### src/rtl/ntpc_pkg.sv
// Nearest trapezoid point clamp: shared types, constants and the box record.
// No dependencies.
package ntpc_pkg;

    localparam int MAX_BOXES_DEFAULT = 32;
    localparam int COORD_W = 8;
    localparam int COST_W = 9;
    localparam int CNT_W = 6;
    localparam int BIS_STEPS = 8;

    typedef struct packed {
        logic                 invisible;
        logic [COORD_W-1:0]   brx;
        logic [COORD_W-1:0]   blx;
        logic [COORD_W-1:0]   trx;
        logic [COORD_W-1:0]   tlx;
        logic [COORD_W-1:0]   by;
        logic [COORD_W-1:0]   ty;
    } box_t;

    localparam int BOX_W = $bits(box_t);

    // Query request passed from front to back.
    typedef struct packed {
        logic [COORD_W-1:0] px;
        logic [COORD_W-1:0] py;
        logic [CNT_W-1:0]   n;
    } query_t;

endpackage

### src/rtl/ntpc_ram.sv
// Generic single-port-write, single-read RAM with registered read data.
// No dependencies.
module ntpc_ram #(
    parameter int WIDTH = 8,
    parameter int DEPTH = 32
) (
    input  logic                     aclk,
    input  logic                     wr_en,
    input  logic [$clog2(DEPTH)-1:0] wr_addr,
    input  logic [WIDTH-1:0]         wr_data,
    input  logic [$clog2(DEPTH)-1:0] rd_addr,
    output logic [WIDTH-1:0]         rd_data
);
    logic [WIDTH-1:0] mem [DEPTH];

    always_ff @(posedge aclk) begin
        if (wr_en) begin
            mem[wr_addr] <= wr_data;
        end
        rd_data <= mem[rd_addr];
    end
endmodule

### src/rtl/ntpc_front.sv
// Front end: accepts items, writes boxes into the table, queues queries.
// Depends on ntpc_pkg; writes the table RAM, which lives in the top level.
module ntpc_front #(
    parameter int MAX_BOXES = ntpc_pkg::MAX_BOXES_DEFAULT,
    parameter int AW = (MAX_BOXES > 1) ? $clog2(MAX_BOXES) : 1
) (
    input  logic                  aclk,
    input  logic                  aresetn,
    input  logic                  s_valid,
    output logic                  s_ready,
    input  logic                  mode,
    input  logic [4:0]            box_index,
    input  ntpc_pkg::box_t        box_in,
    input  logic [7:0]            point_x,
    input  logic [7:0]            point_y,
    input  logic [5:0]            num_boxes,
    output logic                  wr_en,
    output logic [AW-1:0]         wr_addr,
    output ntpc_pkg::box_t        wr_data,
    output logic                  q_valid,
    input  logic                  q_ready,
    output ntpc_pkg::query_t      q_data
);
    import ntpc_pkg::*;

    // Two-entry queue of queries.
    query_t      fifo_reg [2];
    logic        wp_reg, rp_reg, wp_next, rp_next;
    logic [1:0]  cnt_reg, cnt_next;
    logic        push, pop;
    logic [CNT_W-1:0] n_clip;

    // hold a box write until no query is queued or being scanned
    assign s_ready = (cnt_reg != 2'd2) && (mode || (cnt_reg == 2'd0 && q_ready));
    assign push = s_valid && s_ready && mode;
    assign pop  = q_valid && q_ready;
    assign q_valid = (cnt_reg != 2'd0);
    assign q_data = fifo_reg[rp_reg];

    assign n_clip = ({26'd0, num_boxes} > MAX_BOXES) ? CNT_W'(MAX_BOXES) : num_boxes;

    assign wr_en = s_valid && s_ready && !mode && ({27'd0, box_index} < MAX_BOXES);
    assign wr_addr = AW'(box_index);
    assign wr_data = box_in;

    always_comb begin
        wp_next = push ? ~wp_reg : wp_reg;
        rp_next = pop ? ~rp_reg : rp_reg;
        cnt_next = cnt_reg + 2'(push) - 2'(pop);
    end

    always_ff @(posedge aclk) begin
        if (!aresetn) begin
            wp_reg <= 1'b0;
            rp_reg <= 1'b0;
            cnt_reg <= 2'd0;
        end else begin
            wp_reg <= wp_next;
            rp_reg <= rp_next;
            cnt_reg <= cnt_next;
        end
        if (push) begin
            fifo_reg[wp_reg] <= '{px: point_x, py: point_y, n: n_clip};
        end
    end
endmodule

### src/rtl/ntpc_back.sv
// Back end: scans boxes from the top index down, clamps the point into each
// visible box and keeps the best. Depends on ntpc_pkg; reads the table RAM port.
module ntpc_back #(
    parameter int MAX_BOXES = ntpc_pkg::MAX_BOXES_DEFAULT,
    parameter int AW = (MAX_BOXES > 1) ? $clog2(MAX_BOXES) : 1
) (
    input  logic                  aclk,
    input  logic                  aresetn,
    input  logic                  q_valid,
    output logic                  q_ready,
    input  ntpc_pkg::query_t      q_data,
    output logic [AW-1:0]         rd_addr,
    input  ntpc_pkg::box_t        rd_data,
    output logic                  m_valid,
    input  logic                  m_ready,
    output logic [30:0]           m_data
);
    import ntpc_pkg::*;

    typedef enum logic [2:0] {IDLE, READ, CLASS, BISECT, COST, NEXT, DONE} state_t;

    state_t state_reg;
    query_t q_reg;
    logic [CNT_W-1:0] k_reg;          // next index + 1
    logic [AW-1:0] cur_reg;
    logic [8:0] xa_reg, xb_reg, ya_reg, yb_reg, xm_reg, ym_reg;
    logic [3:0] step_reg;
    logic left_reg;                   // bisection is for the low bound
    logic [7:0] lo_reg, hi_reg, yc_reg;
    logic found_reg;
    logic [15:0] best_reg;
    logic [7:0] bx_reg, by_reg;
    logic [4:0] bi_reg;
    logic out_valid_reg;
    logic [30:0] out_reg;

    logic [8:0] xmid, ymid;
    logic [7:0] xc, dxv, dyf, dy2;
    logic [8:0] cval;

    assign q_ready = (state_reg == IDLE);
    assign rd_addr = AW'(k_reg - 1'b1);
    assign m_valid = out_valid_reg;
    assign m_data = out_reg;

    assign xmid = (xa_reg + xb_reg) >> 1;
    assign ymid = (ya_reg + yb_reg) >> 1;

    always_comb begin
        if (q_reg.px < lo_reg) xc = lo_reg;
        else if (q_reg.px > hi_reg) xc = hi_reg;
        else xc = q_reg.px;
        dxv = (xc > q_reg.px) ? xc - q_reg.px : q_reg.px - xc;
        dyf = (yc_reg > q_reg.py) ? yc_reg - q_reg.py : q_reg.py - yc_reg;
        dy2 = dyf >> 2;
        if (dxv < dy2) cval = 9'(dxv >> 1) + 9'(dy2);
        else cval = 9'(dxv) + 9'(dy2 >> 1);
    end

    always_ff @(posedge aclk) begin
        if (!aresetn) begin
            state_reg <= IDLE;
            out_valid_reg <= 1'b0;
        end else begin
            // DONE drives the output valid itself
            if (out_valid_reg && m_ready && state_reg != DONE) out_valid_reg <= 1'b0;
            case (state_reg)
                IDLE: begin
                    if (q_valid) begin
                        q_reg <= q_data;
                        k_reg <= q_data.n;
                        found_reg <= 1'b0;
                        best_reg <= 16'hffff;
                        bx_reg <= q_data.px;
                        by_reg <= q_data.py;
                        bi_reg <= 5'd0;
                        state_reg <= (q_data.n == '0) ? DONE : READ;
                    end
                end
                READ: begin
                    cur_reg <= AW'(k_reg - 1'b1);
                    state_reg <= CLASS;
                end
                CLASS: begin
                    step_reg <= 4'd0;
                    if (rd_data.invisible) begin
                        state_reg <= NEXT;
                    end else if (q_reg.py >= rd_data.by) begin
                        yc_reg <= rd_data.by; lo_reg <= rd_data.blx; hi_reg <= rd_data.brx;
                        state_reg <= COST;
                    end else if (q_reg.py < rd_data.ty) begin
                        yc_reg <= rd_data.ty; lo_reg <= rd_data.tlx; hi_reg <= rd_data.trx;
                        state_reg <= COST;
                    end else begin
                        yc_reg <= q_reg.py;
                        ya_reg <= {1'b0, rd_data.ty}; yb_reg <= {1'b0, rd_data.by};
                        ym_reg <= {1'b0, rd_data.ty};
                        if (q_reg.px < rd_data.tlx || q_reg.px < rd_data.blx) begin
                            left_reg <= 1'b1;
                            xa_reg <= {1'b0, rd_data.tlx}; xb_reg <= {1'b0, rd_data.blx};
                            xm_reg <= {1'b0, rd_data.tlx};
                            state_reg <= BISECT;
                        end else if (q_reg.px > rd_data.trx || q_reg.px > rd_data.brx) begin
                            left_reg <= 1'b0;
                            xa_reg <= {1'b0, rd_data.trx}; xb_reg <= {1'b0, rd_data.brx};
                            xm_reg <= {1'b0, rd_data.trx};
                            state_reg <= BISECT;
                        end else begin
                            lo_reg <= (rd_data.tlx > rd_data.blx) ? rd_data.tlx : rd_data.blx;
                            hi_reg <= (rd_data.trx < rd_data.brx) ? rd_data.trx : rd_data.brx;
                            state_reg <= COST;
                        end
                    end
                end
                BISECT: begin
                    // one midpoint step a cycle; stop on match or after eight
                    if (step_reg == 4'(BIS_STEPS) || ym_reg == {1'b0, q_reg.py}) begin
                        if (left_reg) begin
                            lo_reg <= xm_reg[7:0]; hi_reg <= q_reg.px;
                        end else begin
                            lo_reg <= q_reg.px; hi_reg <= xm_reg[7:0];
                        end
                        state_reg <= COST;
                    end else begin
                        xm_reg <= xmid;
                        ym_reg <= ymid;
                        if (ymid > {1'b0, q_reg.py}) begin
                            yb_reg <= ymid; xb_reg <= xmid;
                        end else begin
                            ya_reg <= ymid; xa_reg <= xmid;
                        end
                        step_reg <= step_reg + 4'd1;
                    end
                end
                COST: begin
                    found_reg <= 1'b1;
                    if (cval == 9'd0) begin
                        best_reg <= 16'd0; bx_reg <= xc; by_reg <= yc_reg;
                        bi_reg <= 5'(cur_reg);
                        state_reg <= DONE;
                    end else begin
                        if ({7'd0, cval} <= best_reg) begin
                            best_reg <= {7'd0, cval}; bx_reg <= xc; by_reg <= yc_reg;
                            bi_reg <= 5'(cur_reg);
                        end
                        state_reg <= NEXT;
                    end
                end
                NEXT: begin
                    k_reg <= k_reg - 1'b1;
                    state_reg <= (k_reg == CNT_W'(1)) ? DONE : READ;
                end
                DONE: begin
                    if (!out_valid_reg || m_ready) begin
                        out_valid_reg <= 1'b1;
                        out_reg <= {(found_reg ? best_reg[8:0] : 9'd0), by_reg, bx_reg,
                                    bi_reg, found_reg};
                        state_reg <= IDLE;
                    end
                end
                default: state_reg <= IDLE;
            endcase
        end
    end
endmodule

### src/rtl/nearest_trapezoid_point_clamp_top.sv
// Nearest trapezoid point clamp, top level.
// Depends on ntpc_pkg, ntpc_ram, ntpc_front and ntpc_back.
//
// Write items (tuser 0) store a box in the table and return nothing. A query
// (tuser 1) scans the boxes in use from the highest index down, one box at a
// time through the table RAM's single read port: each box is read and
// classified, a visible box is then costed, and a box inside the slanted band
// adds bisection steps first; an early stop on a box holding the point. A
// two-entry queue lets queries be accepted while a query runs; a write waits
// until no query is queued or being scanned, so every query sees the table as
// it stood when the query was accepted.
module nearest_trapezoid_point_clamp_top #(
    parameter int MAX_BOXES = ntpc_pkg::MAX_BOXES_DEFAULT
) (
    input  logic        aclk,
    input  logic        aresetn,
    input  logic        cfg_wr_en,
    input  logic [5:0]  cfg_wr_data,
    input  logic        s_tvalid,
    output logic        s_tready,
    // box_index[4:0], top_y, bot_y, top_left_x, top_right_x, bottom_left_x,
    // bottom_right_x, box_invisible, point_x, point_y, zero pad [71:70]
    input  logic [71:0] s_tdata,
    input  logic        s_tuser,   // mode
    output logic        m_tvalid,
    input  logic        m_tready,
    // found, chosen_box[5:1], corrected_x, corrected_y, cost[30:22], pad
    output logic [31:0] m_tdata
);
    import ntpc_pkg::*;

    localparam int AW = (MAX_BOXES > 1) ? $clog2(MAX_BOXES) : 1;

    logic [CNT_W-1:0] num_boxes_reg;
    box_t box_in, rd_data, wr_data;
    logic wr_en, q_valid, q_ready;
    logic [AW-1:0] wr_addr, rd_addr;
    query_t q_data;
    logic [30:0] m_data;

    always_ff @(posedge aclk) begin
        if (!aresetn) num_boxes_reg <= '0;
        else if (cfg_wr_en) num_boxes_reg <= cfg_wr_data;
    end

    assign box_in = '{invisible: s_tdata[53], brx: s_tdata[52:45], blx: s_tdata[44:37],
                      trx: s_tdata[36:29], tlx: s_tdata[28:21], by: s_tdata[20:13],
                      ty: s_tdata[12:5]};

    ntpc_front #(.MAX_BOXES(MAX_BOXES), .AW(AW)) u_front (
        .aclk, .aresetn, .s_valid(s_tvalid), .s_ready(s_tready), .mode(s_tuser),
        .box_index(s_tdata[4:0]), .box_in, .point_x(s_tdata[61:54]),
        .point_y(s_tdata[69:62]), .num_boxes(num_boxes_reg), .wr_en, .wr_addr,
        .wr_data, .q_valid, .q_ready, .q_data
    );

    ntpc_ram #(.WIDTH(BOX_W), .DEPTH(MAX_BOXES)) u_table (
        .aclk, .wr_en, .wr_addr, .wr_data, .rd_addr, .rd_data
    );

    ntpc_back #(.MAX_BOXES(MAX_BOXES), .AW(AW)) u_back (
        .aclk, .aresetn, .q_valid, .q_ready, .q_data, .rd_addr, .rd_data,
        .m_valid(m_tvalid), .m_ready(m_tready), .m_data
    );

    assign m_tdata = {1'b0, m_data};
endmodule
### config.mk
export PLATFORM = sky130hd
export DESIGN_NAME = nearest_trapezoid_point_clamp_top
export DESIGN_NICKNAME = d
export VERILOG_FILES = /design/src/rtl/ntpc_pkg.sv /design/src/rtl/ntpc_ram.sv /design/src/rtl/ntpc_front.sv /design/src/rtl/ntpc_back.sv /design/src/rtl/nearest_trapezoid_point_clamp_top.sv
export SDC_FILE = /design/constraint.sdc
export NUM_CORES = 2
export LEC_CHECK = 0
export ABC_AREA = 0
export BUFFER_PORTS_ARGS = -buffer_cell sky130_fd_sc_hd__buf_4
export CORE_ASPECT_RATIO = 1.75
export CORE_MARGIN = 2
export CORE_UTILIZATION = 39
export CTS_CLUSTER_SIZE = 40
export DETAILED_ROUTE_END_ITERATION = 12
export HOLD_SLACK_MARGIN = 0.02
export PLACE_DENSITY_LB_ADDON = 0.12
export SLEW_MARGIN = 20
export SYNTH_ARGS = -nofsm -noshare
export SYNTH_HDL_FRONTEND = slang
export SYNTH_HIERARCHICAL = 1
export SYNTH_SLANG_ARGS = --single-unit
### constraint.sdc
create_clock -name aclk -period 8.1 [get_ports aclk]
set_input_delay 0 -clock aclk [delete_from_list [all_inputs] [get_ports aclk]]
set_output_delay 0 -clock aclk [all_outputs]
set_load 0.1 [all_outputs]
==> insert_results.sql <==
INSERT INTO impl_metrics (metric_group, metric, value, unit) VALUES
('run_status', 'run_status', 'completed', ''),
('global_route', 'grt_antenna_before_repair', '15', ''),
('critical_path', 'regToRegSetupSlack', '0.35', 'ns'),
('global_route', 'globalRouteOverflowTotal', '0', ''),
('detailed_routing', 'drt-pass1-iter-count', '5', ''),
('critical_path', 'worst_path_most_repeated_cell', 'a21o_1', ''),
('cts', 'clkLatencyLatePin', '0.84', 'ns'),
('timing', 'setup_viol', '0', ''),
('synthesis', 'postSynth.topFlopCell', 'edfxtp_1', ''),
('critical_path', 'rr_startpoint', 'u_back/q_reg[15]', ''),
('critical_path', 'slowest_stage', 'fa_1', ''),
('global_route', 'grt_first_pass_wirelength', '309500', 'um'),
('power_and_ir_drop', 'cellPowerDensity', '307.2', 'mW/mm^2'),
('timing', 'worst_hold_slack', '0.1197', 'ns'),
('global_route', 'groute.layer.met2.usage', '0.4126', ''),
('critical_path', 'r2r-end', 'u_back/bi_reg[3]', ''),
('synthesis', 'async_flop_share', '0', ''),
('detailed_routing', 'wire_per_inst', '27.95', 'um'),
('global_route', 'grtUsageMet1', '0.2473', ''),
('critical_path', 'crit_type', 'flop to flop', ''),
('global_route', 'largest_net_degree_at_the_start_of_global_routing', '111', ''),
('power_and_ir_drop', 'irDropWorstVdd', '0.1932', 'mV'),
('timing', 'number_of_max_slew_violations_in_the_final_report', '0', ''),
('detailed_routing', 'drt-initial-drc-count', '2670', ''),
('synthesis', 'synth-warning-count', '6', ''),
('timing', 'report.final.hold_viol_count', '0', ''),
('synthesis', 'post_synth_instance_area', '0.07655', 'sq mm'),
('power_and_ir_drop', 'p_leak', '31.50', 'nW'),
('critical_path', 'cp_data_arrival_time', '8.26', 'ns'),
('cts', 'cts.clk_slew.worst_paths', '0.06', 'ns'),
('detailed_routing', 'routed-via-count', '42350', ''),
('global_route', 'first_global_vias', '43250', ''),
('hold_path', 'hold_end', 'u_table/mem[24][14]', ''),
('layout', 'area_delta_synth_final', '14.40', '%'),
('floorplan', 'floorplan.die_area', '0.2000', 'sq mm'),
('synthesis', 'synthesis.area_per_instance', '15.98', 'sq um'),
('synthesis', 'synth_cells', '4792', ''),
('detailed_routing', 'drc', '0', ''),
('timing', 'final_critical_path_setup_slack', '0.3547', 'ns'),
('critical_path', 'timing.critical_path.fanout_max', '8', ''),
('floorplan', 'io_pins', '118', ''),
('critical_path', 'slowest_delay', '0.44', 'ns'),
('detailed_routing', 'detail_route.wirelength', '218400', 'um'),
('placement', 'routabilityCongestion', '0.8404', ''),
('global_route', 'grt.met3_usage', '0.02173', ''),
('synthesis', 'yosys-top-cells-area', 'edfxtp_1 70%, mux2i_1 11%, ha_1 2.5%', ''),
('cts', 'clock_tree.root_cell', 'clkbuf_16', ''),
('layout', 'largest_register_ff_count', '1568', ''),
('placement', 'dp_hpwl', '127500', 'um'),
('placement', 'dpl_worst_slack', '0.2416', 'ns'),
('hold_path', 'class_of_the_worst_hold_path', 'input pin to flop', ''),
('floorplan', 'initial_core_util', '0.3914', ''),
('synthesis', 'yosysTopAreaCellShare', '0.6978', ''),
('timing', 'finalCritPeriodShare', '0.9562', ''),
('synthesis', 'syn-num-nets', '5036', ''),
('floorplan', 'die_x', '338.9', 'um'),
('hold_path', 'min_from', 's_tdata[0]', ''),
('hold_path', 'hold_path_cells', '3', ''),
('critical_path', 'critPathLaunchType', 'flop', ''),
('layout', 'drive_above_1_share', '0.1184', ''),
('placement', 'port_buffers', '114', ''),
('synthesis', 'synth.yosys.seq_area_share', '0.7146', ''),
('synthesis', 'synth-seq-cells', '1843', ''),
('floorplan', 'row_count', '215', ''),
('layout', 'final_nets', '5312', ''),
('timing', 'worstMarginPinSlew', '1.138', 'ns'),
('critical_path', 'end_kind', 'flop', ''),
('cts', 'h_tree_level_count', '4', ''),
('critical_path', 'rr_worst_depth', '35', ''),
('timing', 'finClkSkew', '0.04395', 'ns'),
('synthesis', 'synth.distinct_cells', '84', '');
-- metrics by stage --
step	power [mW]	TNS, ns	cell area [sq um]	cells
floorplan	16.15	0	76560	4792
global placement	18.95	0	80650	7361
detailed placement	19.01	0	80760	7365
CTS	27.13	0	87390	7799
global route	28.06	-0.02127	87570	7810
finish	26.90	0	87580	7814
-- worst max-delay path: cells and delay by family, from the launching register on --
kind,cells,cell delay [ns]
flip-flops,1,0.43
AND/OR/NAND/NOR,3,0.38
adder cells (fa/ha/maj),5,1.61
buffers and inverters,3,0.62
AO/OA/AOI/OAI,22,3.80
multiplexers,1,0.38
XOR/XNOR,1,0.18
-- power by group --
part	total [mW]	switching (mW)	leakage [nW]	internal, mW
Clock	8.02	3.53	2.66	4.49
Combinational	7.72	4.80	12.3	2.92
Sequential	11.2	0.282	16.5	10.9
Total	26.9	8.61	31.5	18.3
-- placed cells by master, fill, tap and decap left out, types with 98 or more instances in the layout --
cell	n
edfxtp_1	1779
mux2i_1	846
nand2_1	238
a21oi_1	233
buf_4	230
clkbuf_16	184
nand3_1	162
ha_1	155
a22oi_1	149
inv_1	133
dlygate4sd3_1	117
a22o_1	98
-- logic make-up (layout without fill, tap and decap cells) --
kind of cell	count (synthesis)	after routing	synth area share
compound gates	743	743	0.06484
fa+ha+maj	161	161	0.02667
buf+inv	422	834	0.02929
xor+xnor	49	49	0.005704
other cells	1	7	0.00004899
simple gates	694	694	0.04330
flops	1843	1843	0.7146
mux	879	879	0.1156
-- final cells by class --
cell class / count / area [sq um]
fill: 17210 / 108000
sequential: 1843 / 54700
multi-input combinational: 2527 / 20010
clock buffer: 241 / 4826
timing repair buffer: 382 / 3621
tap: 2604 / 3258
clock inverter: 76 / 635.6
inverter: 135 / 514.2
antenna: 6 / 15.01
-- how the worst max path moves through the flow --
stage	startpoint	slack, ns	to	depth (start not counted)
after floorplan	u_back/q_reg[15]	0.09	u_back/best_reg[0]	35
after global placement	u_back/q_reg[15]	0.24	u_back/bx_reg[5]	35
after detailed placement	u_back/q_reg[15]	0.24	u_back/bx_reg[3]	35
after CTS	u_back/q_reg[14]	0.20	u_back/best_reg[1]	35
after global routing	u_back/q_reg[15]	-0.005	u_back/bi_reg[3]	36
final	u_back/q_reg[15]	0.35	u_back/bi_reg[3]	35
-- metal layers --
metal	up-vias	part of all wire
met4	14	0.029
met1	22120	0.39
li1	19040	-
met2	854	0.55
met3	328	0.033
met5	-	0.00038
-- synth_stat cells, drive strengths merged, types with 4 or more instances --
master / number
ha: 156
a31oi: 52
a22o: 98
a21boi: 4
or2: 8
nand3: 162
a2111oi: 4
a211oi: 16
dfxtp: 64
nor3: 62
nand3b: 9
a22oi: 150
inv: 135
a21oi: 241
and3: 9
o21bai: 11
nand2: 239
xnor2: 24
mux2i: 848
nor2: 87
o211ai: 4
o21ai: 75
edfxtp: 1779
nand2b: 20
clkbuf: 104
nor3b: 4
buf: 183
nand4: 7
fa: 4
mux2: 31
o211a: 9
or3: 5
o21a: 17
xor2: 25
and2: 22
nor2b: 40
nor4: 4
a21o: 38
-- what timing repair did --
action	4_1_cts	5_1_grt
hold endpoints to repair	1826	0
hold buffers	117	0
resized for setup	0	23
buffers inserted	0	6
setup endpoints to repair	0	31
(Power assumes the default switching activity.)
